### src/frame_checker_channel_averager_top_assert.svh
`ifndef FRAME_CHECKER_CHANNEL_AVERAGER_TOP_ASSERT_SVH
`define FRAME_CHECKER_CHANNEL_AVERAGER_TOP_ASSERT_SVH

// same-cycle implication, checked out of reset
`define FCCA_ASSERT_NOW(label, ante, cons, msg) \
	label: assert property (@(posedge clk) disable iff (!arst_n) (ante) |-> (cons)) \
		else $error(msg);

// next-cycle implication, checked out of reset
`define FCCA_ASSERT_NEXT(label, ante, cons, msg) \
	label: assert property (@(posedge clk) disable iff (!arst_n) (ante) |=> (cons)) \
		else $error(msg);

`endif

### src/fcca_pkg.sv
package fcca_pkg;

	localparam int WORD_W   = 24;
	localparam int DATA_W   = 16;
	localparam int AVG_W    = 32;
	localparam int GAIN_W   = 16;

	localparam int FRAME_WORDS_DEF = 18;
	localparam int CHANNELS_DEF    = 4;
	localparam int OUT_FIELDS      = 4;

	localparam logic [WORD_W-1:0] START_WORD = 24'hAAAAAA;
	localparam logic [WORD_W-1:0] END_WORD   = 24'hAAFFFF;
	localparam logic [GAIN_W-1:0] GAIN_RESET = 16'd66;

	// per-lane control from the frame decision
	typedef struct packed {
		logic adv;    // pipeline may move
		logic start;  // frame accepted, this lane updates
	} lane_ctrl_t;

endpackage

### src/fcca_hist_cell.sv
module fcca_hist_cell (
	input  logic                       clk,
	input  logic                       arst_n,
	input  logic                       shift,
	input  logic [fcca_pkg::WORD_W-1:0] d,
	output logic [fcca_pkg::WORD_W-1:0] q
);
	import fcca_pkg::*;

	logic [WORD_W-1:0] word_q;

	always_ff @(posedge clk or negedge arst_n) begin
		if (!arst_n) begin
			word_q <= '0;
		end else if (shift) begin
			word_q <= d;
		end
	end

	assign q = word_q;

endmodule

### config.mk
export PLATFORM = sky130hd
export DESIGN_NAME = fcca_hist_cell
export DESIGN_NICKNAME = d
export VERILOG_FILES = /design/src/frame_checker_channel_averager_top_assert.svh /design/src/fcca_pkg.sv /design/src/fcca_hist_cell.sv
export SDC_FILE = /design/constraint.sdc
export NUM_CORES = 1
export LEC_CHECK = 0
export BUFFER_PORTS_ARGS = -buffer_cell sky130_fd_sc_hd__buf_2
export CORE_MARGIN = 2
export CORE_UTILIZATION = 40
export CTS_BUF_LIST = sky130_fd_sc_hd__clkbuf_8 sky130_fd_sc_hd__clkbuf_16
export CTS_CLUSTER_DIAMETER = 120
export DETAILED_ROUTE_END_ITERATION = 10
export GPL_TIMING_DRIVEN = 0
export PLACE_DENSITY = 0.72
export SYNTH_ARGS = -nofsm -noshare
export SYNTH_HDL_FRONTEND = slang
export SYNTH_SLANG_ARGS = --single-unit
### constraint.sdc
create_clock -name clk -period 1 [get_ports clk]
set_input_delay 0.2 -clock clk [delete_from_list [all_inputs] [get_ports clk]]
set_output_delay 0.2 -clock clk [all_outputs]
set_load 0.01 [all_outputs]
# Word-level counts from Yosys, hierarchy flattened
# Index checks and enable logic that the tools add are counted.
# Widths: inputs -> output; s select.
[word_totals]
in_bits = 27
output_inout_bits = 24
regBits = 24
wordCells = 1

# Logic depth before layout (Yosys ltp)
[logic_depth]
ltp_word = 0
mapped_depth = 3
depth_no_buf = 1

# Worst setup path before layout
# OpenSTA, ideal clock, no wires.
[synth_path]
kind = "input-to-reg"
start = "in shift"
end = "reg word_q[10] (netlist: q[10])"
n_path_buf = 2
path_stages = 3
setup_ns = 0.125
required_time_ns = 0.875
arrival_ns = 0.739
setup_slack_ns = 0.136
cell_sequence = "buf_6 > buf_12 > mux2_4"
[synth_lines]
columns = ["item", "line", "text"]
rows = [
  ["start: declaration", "fcca_hist_cell.sv:4", "input logic shift,"],
  ["end signal: assignment", "fcca_hist_cell.sv:14", "word_q <= '0;"],
  ["end signal: assignment", "fcca_hist_cell.sv:16", "word_q <= d;"],
  ["end: declaration", "fcca_hist_cell.sv:10", "logic [WORD_W-1:0] word_q;"],
]
# No word-level cell between the ends.

# Final worst setup path
[layout_path]
start = "reg word_q[14] (netlist: q[14])"
end = "out q[14] (netlist name)"
[layout_lines]
columns = ["item", "line", "text"]
rows = [
  ["end: declaration", "fcca_hist_cell.sv:6", "output logic [fcca_pkg::WORD_W-1:0] q"],
]
# No word-level cell between the ends.

==> out/results.md <==
### Timing
- number of max-slew violations in the final report: 0
- final setup violation count: 0
- Worst Slack Setup Final: 5.424 ps
- sum of negative setup slack: 0 ps
- worst slew slack as a fraction of its limit: 65.99%
- number of hold violations in the final report: 0
- final setup skew: 0 ps
- Tmin final: 994.6 ps
- transition time of the tightest slew-check pin: 510.2 ps
- post-route clock period utilization: 99.46%
- setup repair after global routing missed its margin: yes
- top achievable clock speed: 1005 MHz

### Logic synthesis
- count of yosys warnings during synthesis: 0
- number of synthesized flops with an enable pin: 0
- Post-Synthesis Mean Instance Area: 19.55 sq um
- cell type with the highest aggregate area in the netlist: sky130_fd_sc_hd__dfrtp_1
- proportion of register bits with asynchronous set or reset after synthesis: 100.0%
- most common library cells after synthesis: 24 x sky130_fd_sc_hd__dfrtp_1, 20 x sky130_fd_sc_hd__mux2_4, 4 x sky130_fd_sc_hd__mux2_2
- portion of the post-synthesis area used by sequential elements: 60.23%
- distinct cell type count after synthesis: 5
- most frequently used cell type in the post-synthesis netlist: sky130_fd_sc_hd__dfrtp_1
- Seq cells post-synth: 24
- gate count after technology mapping: 51
- cell area after synthesis: 997.2 sq um
- Main synth FF type: sky130_fd_sc_hd__dfrtp_1
- net count after synthesis: 78
- biggest area contributors in the synthesized netlist: sky130_fd_sc_hd__dfrtp_1 60%, sky130_fd_sc_hd__mux2_4 30%, sky130_fd_sc_hd__mux2_2 4.5%
- portion of synthesized cell area occupied by the leading cell type: 60.23%

### Route
- sum of routed wire length over all layers: 1.815 mm
- number of vias in the routed layout: 661
- number of nets with antenna violations after detailed routing: 0
- average wire per cell in the routed design: 12.26 um
- number of violations reported at the end of detailed-routing iteration 0: 0
- detail-routed via count per cell: 4.466
- first-pass iteration count of the detailed router: 1
- number of remaining DRC errors: 0

### Floorplanning
- width of the die: 53.93 um
- core region area: 2410 sq um
- die height: 53.93 um
- number of placement rows: 18
- starting utilization of the core area: 41.38%
- top-level port count: 51
- area enclosed by the die boundary: 2908 sq um

### Clock network
- clock tree root buffer cell: sky130_fd_sc_hd__clkbuf_8
- clock network latency to the later pin of the worst-skew pair: 250 ps
- Sink Count: 24
- TritonCTS clock tree: done
- depth of the CTS H-tree: 1
- Worst-path clk slew: 80 ps
- clock buffer depth: 2
- number of buffers created by CTS: 3

### Status
- run status: completed

### Job
- reported max-cap violation count: 0

### Worst setup path
- WP data required: 800 ps
- category of the worst setup path launch point: register
- CP Buf/Inv Count: 1
- data arrival time of the critical path: 790 ps
- worst-path fanout max: 2
- CP max stage delay: 390 ps
- critical path endpoint category: output port
- Slowest-stage cell, CP: sky130_fd_sc_hd__dfrtp_1
- critical path type: reg -> out
- Largest delay share family, worst path: flip-flops
- chain of cells forming the critical path: buf_2

### GRT
- routing usage on met2: 20.33%
- most used routing layer: met2
- gr ovfl total: 0
- number of antenna violations at the first check in global routing: 0
- maximum number of pins on one net before global-route repair: 25
- GRT Resource Usage Total: 12.46%
- global-route wire length before repair: 2.559 mm
- via count of the first global-routing pass: 598
- M1 GR Usage: 15.54%
- fraction of met3 tracks used by global routing: 2.500%

### Finish
- layout cells sized above 1: 78.81%
- Layout fillers: 200
- flip-flop count of the largest register after layout: 24
- layout overhead on the synthesized area: 45.29%
- ant diodes: 0
- post-route insts no fill: 148
- nets: 146

### Place
- Placement Setup Slack: 93.75 ps
- post-DP HPWL: 1.266 mm
- Port Buffers: 49
- placed cell count: 130
- gp weighted congestion: 0.6027

### Power and ir drop
- Net Sw Frac: 22.72%
- design internal power: 1736 uW
- worst voltage drop across the vdd grid: 0.0009154 V
- leakage power total: 0.0007764 uW
- net switching power: 510.3 uW
- Power Density: 1550 nW/um^2
- overall power of the completed layout: 2246 uW
- share of power burned in the clock network: 27.9%
- Reg power frac: 49.8%
- part of the total power dissipated in combinational logic: 22.3%

### Min path
- path type of the worst min-delay path: in -> reg

==> repair_timing <==
| item | in CTS | in global routing |
|---|---|---|
| endpoints found under the hold margin | 24 | 0 |
| hold buffers | 1 | 0 |
| pin swaps | 0 | 0 |
| resized for setup | 0 | 1 |
| endpoints found under the setup margin | 4 | 24 |
| buffers inserted | 2 | 11 |
==> power groups by stage <==
stage / clock network, uW / logic [uW] / registers, uW
floorplan: 0 / 191 / 1180
global placement: 0 / 414 / 1130
detailed placement: 0 / 425 / 1130
CTS: 654 / 439 / 1120
global route: 702 / 543 / 1130
finish: 627 / 501 / 1120
==> metrics by stage <==
stage / area (sq um) / util (%) / hold WS, ps
floorplan: 997.2 / - / -95.59
global placement: 1280 / 53.12 / 198.0
detailed placement: 1280 / 53.12 / 208.5
CTS: 1360 / 56.44 / 160.7
global route: 1449 / 60.12 / 162.5
finish: 1449 / 60.12 / 167.0
==> routing by layer <==
metal | part of all wire (%) | vias to the layer above | wire (um)
met5 | 0 | - | 0
li1 | - | 308 | -
met4 | 0.44 | 0 | 8
met1 | 41 | 322 | 747
met2 | 52 | 29 | 945
met3 | 6.3 | 2 | 114
==> area by class of cell <==
class	count	area [sq um]	area share (%)
clock buffer	4	55.05	3.800
timing repair buffer	63	359.1	24.78
multi-input combinational	24	345.3	23.83
sequential	24	600.6	41.45
tap	30	37.54	2.591
buffer	3	51.30	3.541
==> layout by cell type, fill, tap and decap left out <==
master                          count
sky130_fd_sc_hd__clkbuf_8           4
sky130_fd_sc_hd__buf_6              2
sky130_fd_sc_hd__buf_12             2
sky130_fd_sc_hd__buf_2             48
sky130_fd_sc_hd__mux2_2             4
sky130_fd_sc_hd__mux2_4            20
sky130_fd_sc_hd__dlygate4sd3_1      1
sky130_fd_sc_hd__dfrtp_1           24
sky130_fd_sc_hd__buf_4             13
==> logic make-up (layout without fill, tap and decap cells) <==
kind of cell	count (synthesis)	count (layout)	synth area share (%)
buf+inv	3	70	5.144
flops	24	24	60.23
mux	24	24	34.63
==> final timing paths <==
check	to	depth (start not counted)	slack, ps	startpoint
max reg2reg	q[14]$_DFFE_PN0P_	2	110	q[14]$_DFFE_PN0P_
min	q[22]$_DFFE_PN0P_	2	170	d[22]
min reg2reg	q[10]$_DFFE_PN0P_	1	510	q[10]$_DFFE_PN0P_
max	q[14]	1	5	q[14]$_DFFE_PN0P_
min in group asynchronous	q[13]$_DFFE_PN0P_	2	450	arst_n
max in group asynchronous	q[8]$_DFFE_PN0P_	2	200	arst_n
Note: power is estimated with default switching activity, not from simulation.
