[config.mk]
export PLATFORM = sky130hd
export DESIGN_NAME = fcca_ema_lane
export DESIGN_NICKNAME = d
export VERILOG_FILES = /design/src/frame_checker_channel_averager_top_assert.svh /design/src/fcca_pkg.sv /design/src/fcca_ema_lane.sv
export SDC_FILE = /design/constraint.sdc
export NUM_CORES = 1
export LEC_CHECK = 0
export BUFFER_PORTS_ARGS = -buffer_cell sky130_fd_sc_hd__buf_2
export CAP_MARGIN = 0
export CORE_ASPECT_RATIO = 0.6
export CORE_MARGIN = 2
export CORE_UTILIZATION = 65
export CTS_BUF_LIST = sky130_fd_sc_hd__clkbuf_2 sky130_fd_sc_hd__clkbuf_4 sky130_fd_sc_hd__clkbuf_8
export DETAILED_ROUTE_END_ITERATION = 10
export GPL_TIMING_DRIVEN = 0
export PLACE_DENSITY = 0.85
export SLEW_MARGIN = 20
export SYNTH_ARGS = -nofsm -noshare
export SYNTH_HDL_FRONTEND = slang
export SYNTH_SLANG_ARGS = --single-unit
export TNS_END_PERCENT = 5
[constraint.sdc]
create_clock -name clk -period 7.54 [get_ports clk]
set_input_delay 0 -clock clk [delete_from_list [all_inputs] [get_ports clk]]
set_output_delay 0 -clock clk [all_outputs]
set_load 0.03 [all_outputs]
[src/frame_checker_channel_averager_top_assert.svh]
`ifndef FRAME_CHECKER_CHANNEL_AVERAGER_TOP_ASSERT_SVH
`define FRAME_CHECKER_CHANNEL_AVERAGER_TOP_ASSERT_SVH

// same-cycle implication, checked out of reset
`define FCCA_ASSERT_NOW(label, ante, cons, msg) \
	label: assert property (@(posedge clk) disable iff (!arst_n) (ante) |-> (cons)) \
		else $error(msg);

// next-cycle implication, checked out of reset
`define FCCA_ASSERT_NEXT(label, ante, cons, msg) \
	label: assert property (@(posedge clk) disable iff (!arst_n) (ante) |=> (cons)) \
		else $error(msg);

`endif

[src/fcca_pkg.sv]
package fcca_pkg;

	localparam int WORD_W   = 24;
	localparam int DATA_W   = 16;
	localparam int AVG_W    = 32;
	localparam int GAIN_W   = 16;

	localparam int FRAME_WORDS_DEF = 18;
	localparam int CHANNELS_DEF    = 4;
	localparam int OUT_FIELDS      = 4;

	localparam logic [WORD_W-1:0] START_WORD = 24'hAAAAAA;
	localparam logic [WORD_W-1:0] END_WORD   = 24'hAAFFFF;
	localparam logic [GAIN_W-1:0] GAIN_RESET = 16'd66;

	// per-lane control from the frame decision
	typedef struct packed {
		logic adv;    // pipeline may move
		logic start;  // frame accepted, this lane updates
	} lane_ctrl_t;

endpackage

[src/fcca_ema_lane.sv]
module fcca_ema_lane (
	input  logic                        clk,
	input  logic                        arst_n,
	input  fcca_pkg::lane_ctrl_t        ctrl,
	input  logic [fcca_pkg::DATA_W-1:0] x,
	input  logic [fcca_pkg::GAIN_W-1:0] alpha,
	output logic [fcca_pkg::AVG_W-1:0]  avg
);
	import fcca_pkg::*;

	localparam int DIFF_W = AVG_W + 2;
	localparam int PROD_W = DIFF_W + GAIN_W + 1;
	localparam int SUM_W  = PROD_W - 16;

	logic [AVG_W-1:0]         avg_q;
	logic                     v_s1;
	logic                     v_s2;
	logic signed [DIFF_W-1:0] diff_s1;
	logic signed [PROD_W-1:0] prod_s2;
	logic signed [DIFF_W-1:0] diff_d;
	logic signed [PROD_W-1:0] prod_d;
	logic [SUM_W-1:0]         sum_d;

	// target minus average, exact
	assign diff_d = $signed({2'b00, x, 16'h0000}) - $signed({2'b00, avg_q});
	assign prod_d = diff_s1 * $signed({1'b0, alpha});
	// arithmetic shift floors toward minus infinity
	assign sum_d  = {{(SUM_W-AVG_W){1'b0}}, avg_q} + prod_s2[PROD_W-1:16];

	always_ff @(posedge clk or negedge arst_n) begin
		if (!arst_n) begin
			v_s1  <= 1'b0;
			v_s2  <= 1'b0;
			avg_q <= '0;
		end else if (ctrl.adv) begin
			v_s1 <= ctrl.start;
			v_s2 <= v_s1;
			if (v_s2) begin
				avg_q <= sum_d[AVG_W-1:0];
			end
		end
	end

	always_ff @(posedge clk) begin
		if (ctrl.adv) begin
			diff_s1 <= diff_d;
			prod_s2 <= prod_d;
		end
	end

	assign avg = avg_q;

endmodule

### Word-level counts from Yosys, hierarchy flattened

Cells that the tools add are included.

* register bits after elaboration: 115
* input port bits: 36
* output and inout bits: 32
* word-level logic and storage cells: 9

* add/subtract/negate cells: 2
* multipliers: 1
* reductions and logical operators: 1

Operators by type and width (number)
* 33-bit by 17-bit multiplier with 48-bit output: 1
* 32-bit by 32-bit subtractor with 33-bit output: 1
* 32-bit adder: 1
* 2-bit AND reduction: 1

### Longest topological paths before layout

Gate-level depths: netlist of run 1.

* word-level depth: 1
* depth in mapped cells: 24
* depth with buffers taken out: 22

### Worst setup path after synthesis of run 1

No wires, ideal clock.

* path type: register to register
* from: register diff_s1[21]
* to: register prod_s2[46] (data pin)
* library setup time: 0.262 ns
* data arrival time: 5.967 ns
* required time: 7.278 ns
* setup slack: 1.311 ns
* stages on the path, launching flop included: 22
* path buffers: 1
* clock period less this slack: 6.229 ns
* cells stage by stage: edfxtp_1 clkbuf_1 nand2_1 fa_1 fa_1 inv_1 fa_1 inv_1 fa_1 fa_1 fa_1 inv_1 ha_1 a21o_1 a21o_1 a21o_1 a2111o_1 a41oi_2 nor3_4 a2111oi_4 o21bai_1 xor2_1

* longest elaborated chain between the ends: 1

RTL lines
* start: declaration: RTL line fcca_ema_lane.sv:18 `logic signed [DIFF_W-1:0] diff_s1;`
* start signal: assignment: RTL line fcca_ema_lane.sv:46 `diff_s1 <= diff_d;`
* 33-bit by 17-bit multiplier with 48-bit output: RTL line fcca_ema_lane.sv:26 `assign prod_d = diff_s1 * $signed({1'b0, alpha});`
* net prod_d[46]: RTL line fcca_ema_lane.sv:21 `logic signed [PROD_W-1:0] prod_d;`
* end signal: assignment: RTL line fcca_ema_lane.sv:47 `prod_s2 <= prod_d;`
* end: declaration: RTL line fcca_ema_lane.sv:19 `logic signed [PROD_W-1:0] prod_s2;`

The timed path passes the listed nets, and every way through them passes these cells.
A chain may end at the register's enable or synchronous reset.

### Worst setup path after layout of run 1

* from: register diff_s1[2]
* to: register prod_s2[38] (data pin)

Same word-level chain as after synthesis.

==> results of run 1 <==
[per-stage QoR]
step / util [%] / hold slack (ps)
after floorplan: - / -296
after global placement: 68.5 / 124
after detailed placement: 68.5 / 135
after CTS: 69.1 / 51.2
after global routing: 69.5 / 85.6
final: 69.5 / 68.0
[flip-flops by register name, summed over array words and instances, names as in the netlist]
signal and count:
diff_s1 33, avg 32, v_s2 1, prod_s2 32, v_s1 1
[kinds of logic after synthesis]
group	synth area share (%)
flops	12.1
fa+ha+maj	51.2
buf+inv	11.1
xor+xnor	3.53
compound gates	6.41
mux	0.239
simple gates	15.4
[cell usage in the layout, fill, tap and decap left out, drive strengths merged, types with 6 or more instances in the layout]
cell type and instances:
and2 235, xnor2 57, nand4 8, nand2b 10, nor2b 6, and3 10
o211ai 6, nor3 18, ha 160, a211oi 7, buf 83, edfxtp 65
clkbuf 99, o21ai 62, fa 490, a31oi 6, xor2 36, o21bai 13
dfrtp 34, o21a 13, nand3 26, nand2 365, a21o 22, inv 591
a21oi 56, nor2 42, o31ai 6
[worst paths after layout]
kind / slack, ps / endpoint / depth (start not counted)
min: 70 / diff_s1[32] / 3
max in group asynchronous: 6790 / avg[5] / 2
min in group asynchronous: 240 / avg[17] / 2
max: 200 / prod_s2[38] / 21
max reg2reg: 200 / prod_s2[38] / 21
min reg2reg: 510 / avg[31] / 1
[repair_timing]
action	in CTS	in global routing
hold endpoints to repair	35	0
hold buffers	2	0
gates cloned	0	0
gates resized for setup	2	49
endpoints found under the setup margin	2	14
setup buffers	0	13
[metal layers]
metal  share of wire (%)  routed length, um  track usage (%)
met3                  19              13000             22.6
met1                  40              27100             55.3
met5               0.019                 13                0
met2                  39              26600             51.9
met4                 1.4                967             5.69
[final cells by class]
cell class	instances	area [um^2]	share of cell area, %
multi-input cells	1708	17700	72.8
flip-flops and latches	99	2800	11.5
inverters	587	2200	9.06
well taps	467	584	2.40
repair buffers	82	455	1.87
plain buffers	93	385	1.58
clock buffers	9	124	0.509
clock inverters	7	57.6	0.237
[worst register-to-register path: stages (launching register included)]
cell and delay [ps]:
edfxtp_1 600, clkbuf_1 600, nand2_1 160, fa_1 390, inv_1 70, fa_1 440, fa_1 650, fa_1 460
fa_1 500, inv_1 50, fa_1 470, inv_1 40, ha_1 430, nand3_1 140, nor4_1 300, a221oi_1 130
o211ai_2 210, a41oi_2 270, nor3_4 410, a21oi_2 200, o21bai_1 200, xor2_1 370
==> impl_metrics.py, run 1 <==
metrics = {
    "outcome": {
        "outcome": "finished clean",
    },
    "placed_design": {
        "dp_worst_setup_slack_ps": 30.9,
        "numPortBuffers": 67,
        "dp_hpwl_um": 57300,
        "placed_area_um2": 24000,
        "placed_cells": 3021,
        "place.gp.congestion": 0.990,
    },
    "logic_synthesis": {
        "synth.avg_cell_area_um2": 9.28,
        "netlist_instances": 2487,
        "ys_async_sr_fraction_pct": 34.3,
        "yosysTopAreaCell": "fa_1",
        "synthTopCellsByCount": "inv_1 (587), fa_1 (490), nand2_1 (365)",
        "yosysMostFrequentCell": "inv_1",
        "synth_cell_types": 64,
        "synth_warnings": 0,
        "mappedNetlistArea_um2": 23100,
        "yosysTopAreaCellShare_pct": 42.5,
        "synth_flop_cell": "edfxtp_1",
        "synth_nets": 3173,
        "synth_area_leaders": "fa_1 (43%), inv_1 (9.6%), ha_1 (8.7%), edfxtp_1 (8.5%), and2_1 (6.4%)",
        "yosysSeqAreaShare_pct": 12.1,
        "ys_ff_latch": 99,
        "synth_edf_count": 65,
    },
    "clock_network": {
        "cts_tree": "built",
        "clkTransAtPathRegs_ps": 100,
        "cts_made_buffers": 9,
        "clk_path_buf_depth": 2,
        "cts-htree-levels": 3,
        "clock_latency_ps": 380,
        "cts_root_buf": "clkbuf_8",
        "clock_sinks": 99,
    },
    "sta": {
        "finalCritPeriodShare_pct": 97.4,
        "worst_slack_ps": 198,
        "clock.fmax_mhz": 136,
        "final_max_slew_viol_count": 0,
        "finalClockSkew_ps": 11.5,
        "timing.final.crit_period_ps": 7340,
        "worstMarginPinSlew_ps": 851,
        "finalHoldViolations": 0,
        "relSlewSlack_pct": 43.2,
        "setup_violations": 0,
        "tns_ps": 0,
    },
    "finish": {
        "antenna-diode-count": 0,
        "final_cells": 3052,
        "area_growth_pct": 5.45,
        "nNetsFinal": 3266,
        "drive_gt1_share_pct": 5.38,
        "fin_area_um2": 24300,
        "fill_cells": 2695,
    },
    "worst_setup_path": {
        "cp.buffers_inverters": 4,
        "start_kind": "flop",
        "critPathKind": "reg2reg",
        "crit_family": "adder cells",
        "cp_cell_sequence": "clkbuf_1, nand2_1, fa_1, inv_1, fa_1, fa_1, fa_1, fa_1, inv_1, fa_1, inv_1, ha_1, nand3_1, nor4_1, a221oi_1, o211ai_2, a41oi_2, nor3_4, a21oi_2, o21bai_1, xor2_1",
        "critical_path.max_stage_delay_ps": 650,
        "critPathSlowestCell": "fa_1",
        "worstPathArrival_ps": 7490,
        "end_kind": "flop",
        "crit_top_cell": "fa_1",
        "required_ps": 7680,
        "crit_fanout": 10,
        "crit_path_start": "diff_s1[2]",
        "r2r_start": "diff_s1[2]",
    },
    "die": {
        "rows": 53,
        "io_pins": 68,
        "chipHeight_um": 150,
        "die_x_um": 247,
        "die_area_um2": 37100,
        "core_um2": 35000,
        "initial_core_util_pct": 65.9,
    },
    "global_route": {
        "grt_pass1_wl_um": 105000,
        "grt_pass1_vias": 18600,
        "grt_usage_pct": 38.7,
        "grt_overflow": 0,
        "grt_start_max_net_pins": 70,
        "antenna_found_initial": 3,
    },
    "route": {
        "wirelength_um": 67700,
        "wl_per_cell_um": 22.2,
        "vias": 17900,
        "ant_nets": 0,
        "via_per_inst": 5.87,
        "dr.pass1.iters": 6,
        "drt_iter0_drc": 1895,
        "drc": 0,
    },
    "hold_path": {
        "hold_path_class": "in2reg",
        "hp-start": "x[15]",
    },
    "flow_run": {
        "cap_viol_max_count": 0,
    },
}
Power of run 1 is not shown: default switching activity piles up to over one toggle a cycle in this logic, so the estimate is an artifact.
==> inputs of run 2 (changes only) <==
CTS_BUF_LIST = sky130_fd_sc_hd__clkbuf_16   (was sky130_fd_sc_hd__clkbuf_2 sky130_fd_sc_hd__clkbuf_4 sky130_fd_sc_hd__clkbuf_8)
==> run 2 against run 1 <==
Effect of this change:
- wire length fell by 0.34%
- cell area grew 0.37%
- critical endpoint is now prod_s2[47]
- cell count is essentially flat
- largest cell class unchanged
- critical path type unchanged
==> impl_metrics.py, run 2 (synthesis gave the netlist of run 1 again) <==
metrics = {
    "outcome": {
        "outcome": "finished clean",
    },
    "clock_network": {
        "clkTransAtPathRegs_ps": 70,
        "clock_sinks": 99,
        "cts_made_buffers": 9,
        "cts_root_buf": "clkbuf_16",
        "clk_path_buf_depth": 2,
        "clock_latency_ps": 350,
        "cts_tree": "built",
        "cts-htree-levels": 3,
    },
    "worst_setup_path": {
        "cp_cell_sequence": "clkbuf_2, nand2_1, fa_1, inv_1, fa_1, fa_1, fa_1, fa_1, inv_1, fa_1, inv_1, ha_1, a21o_1, a21o_1, a21o_1, a2111o_1, a41oi_2, nor3_4, a2111oi_4, nor2_2, a311oi_2",
        "end_kind": "flop",
        "required_ps": 7680,
        "crit_top_cell": "fa_1",
        "crit_fanout": 10,
        "critical_path.max_stage_delay_ps": 700,
        "worstPathArrival_ps": 7560,
        "start_kind": "flop",
        "critPathKind": "reg2reg",
        "critPathSlowestCell": "edfxtp_1",
    },
    "finish": {
        "fill_cells": 2680,
        "seqCellArea_um2": 2800,
        "multi_input_area_um2": 17700,
        "drive_gt1_share_pct": 5.26,
        "antenna-diode-count": 0,
        "nNetsFinal": 3265,
        "layout_common_cells": "inv_1 (587), fa_1 (489), nand2_1 (365)",
        "largest_reg_flops": 33,
        "area_growth_pct": 5.84,
        "layout.cells.most_common": "inv_1",
        "final_core_util_pct": 69.7,
        "fin_area_um2": 24400,
        "regMostFlops": "diff_s1",
    },
    "sta": {
        "worstMarginPinSlew_ps": 852,
        "finalCritPeriodShare_pct": 98.5,
        "tns_ps": 0,
        "worst_slack_ps": 112,
        "rsz0062_at_grt": "no",
        "relSlewSlack_pct": 43.2,
        "setup_violations": 0,
        "clock.fmax_mhz": 135,
        "finalClockSkew_ps": 8.19,
        "finalHoldViolations": 0,
        "final_max_slew_viol_count": 0,
        "timing.final.crit_period_ps": 7430,
    },
    "placed_design": {
        "place.gp.congestion": 0.990,
        "dp_hpwl_um": 57300,
        "placed_area_um2": 24000,
        "dp_worst_setup_slack_ps": 30.9,
        "numPortBuffers": 67,
    },
    "die": {
        "chipHeight_um": 150,
        "initial_core_util_pct": 65.9,
        "rows": 53,
        "die_x_um": 247,
        "die_area_um2": 37100,
        "core_um2": 35000,
        "io_pins": 68,
    },
    "route": {
        "drt_iter0_drc": 2017,
        "dr.pass1.iters": 5,
        "dr_wl_met3_um": 12200,
        "vias": 17900,
        "via_per_inst": 5.87,
        "routed-wl-met2_um": 26500,
        "ant_nets": 0,
        "drc": 0,
        "wirelength_um": 67400,
        "dr.max_layer_used": "met4",
        "wl_met1_um": 27900,
        "wl_per_cell_um": 22.1,
    },
    "global_route": {
        "grt_start_max_net_pins": 70,
        "grt_overflow": 0,
        "grt_usage_pct": 38.8,
        "antenna_found_initial": 0,
        "grt_pass1_wl_um": 106000,
        "grt_pass1_vias": 18500,
    },
    "hold_path": {
        "hold_path_class": "in2reg",
    },
    "flow_run": {
        "cap_viol_max_count": 0,
    },
}
[run 2: repair_timing]
item / CTS / global route
endpoints found under the hold margin: 35 / 0
endpoints found under the setup margin: 2 / 14
setup buffers: 0 / 12
pin swaps: 0 / 1
resized for setup: 2 / 45
hold buffers: 2 / 0
[run 2: metal layers]
layer	track usage, %	vias to the layer above
li1	-	7644
met1	58.0	8923
met2	52.3	1250
met3	19.2	101
met4	4.58	0
met5	0	-
[run 2: worst paths after layout]
| path | depth (start not counted) | start | slack, ps | endpoint |
|---|---|---|---|---|
| worst min register to register | 1 | v_s1 | 510 | v_s1 |
| max in group asynchronous | 2 | arst_n | 6740 | avg[1] |
| worst max register to register | 21 | diff_s1[11] | 110 | prod_s2[47] |
| min in group asynchronous | 2 | arst_n | 280 | avg[29] |
| worst min-delay path | 3 | x[15] | 100 | diff_s1[32] |
| worst max-delay path | 21 | diff_s1[11] | 110 | prod_s2[47] |
[run 2: final cells by class]
type | instances | area share (%)
Buffer | 93 | 1.56
Timing Repair Buffer | 81 | 1.83
Tap cell | 467 | 2.39
Clock inverter | 7 | 0.236
Multi-Input combinational cell | 1708 | 72.5
Clock buffer | 9 | 0.922
Sequential cell | 99 | 11.5
Inverter | 587 | 9.02
[run 2: per-stage QoR]
stage,hold slack (ps),instances
after floorplan,-296,2487
after detailed placement,135,3021
after CTS,95.1,3039
after global placement,124,3021
final,104,3051
after global routing,125,3051
[run 2: worst max-delay path: cells and delay by family (launching register included)]
| family | cells | cell delay (ps) |
|---|---|---|
| and+or+nand+nor | 3 | 360 |
| buffers and inverters | 4 | 590 |
| adders and majority gates | 7 | 3430 |
| DFF | 1 | 700 |
| AOI/OAI and AO/OA | 7 | 2130 |
Power of run 2 is left out for the same reason.
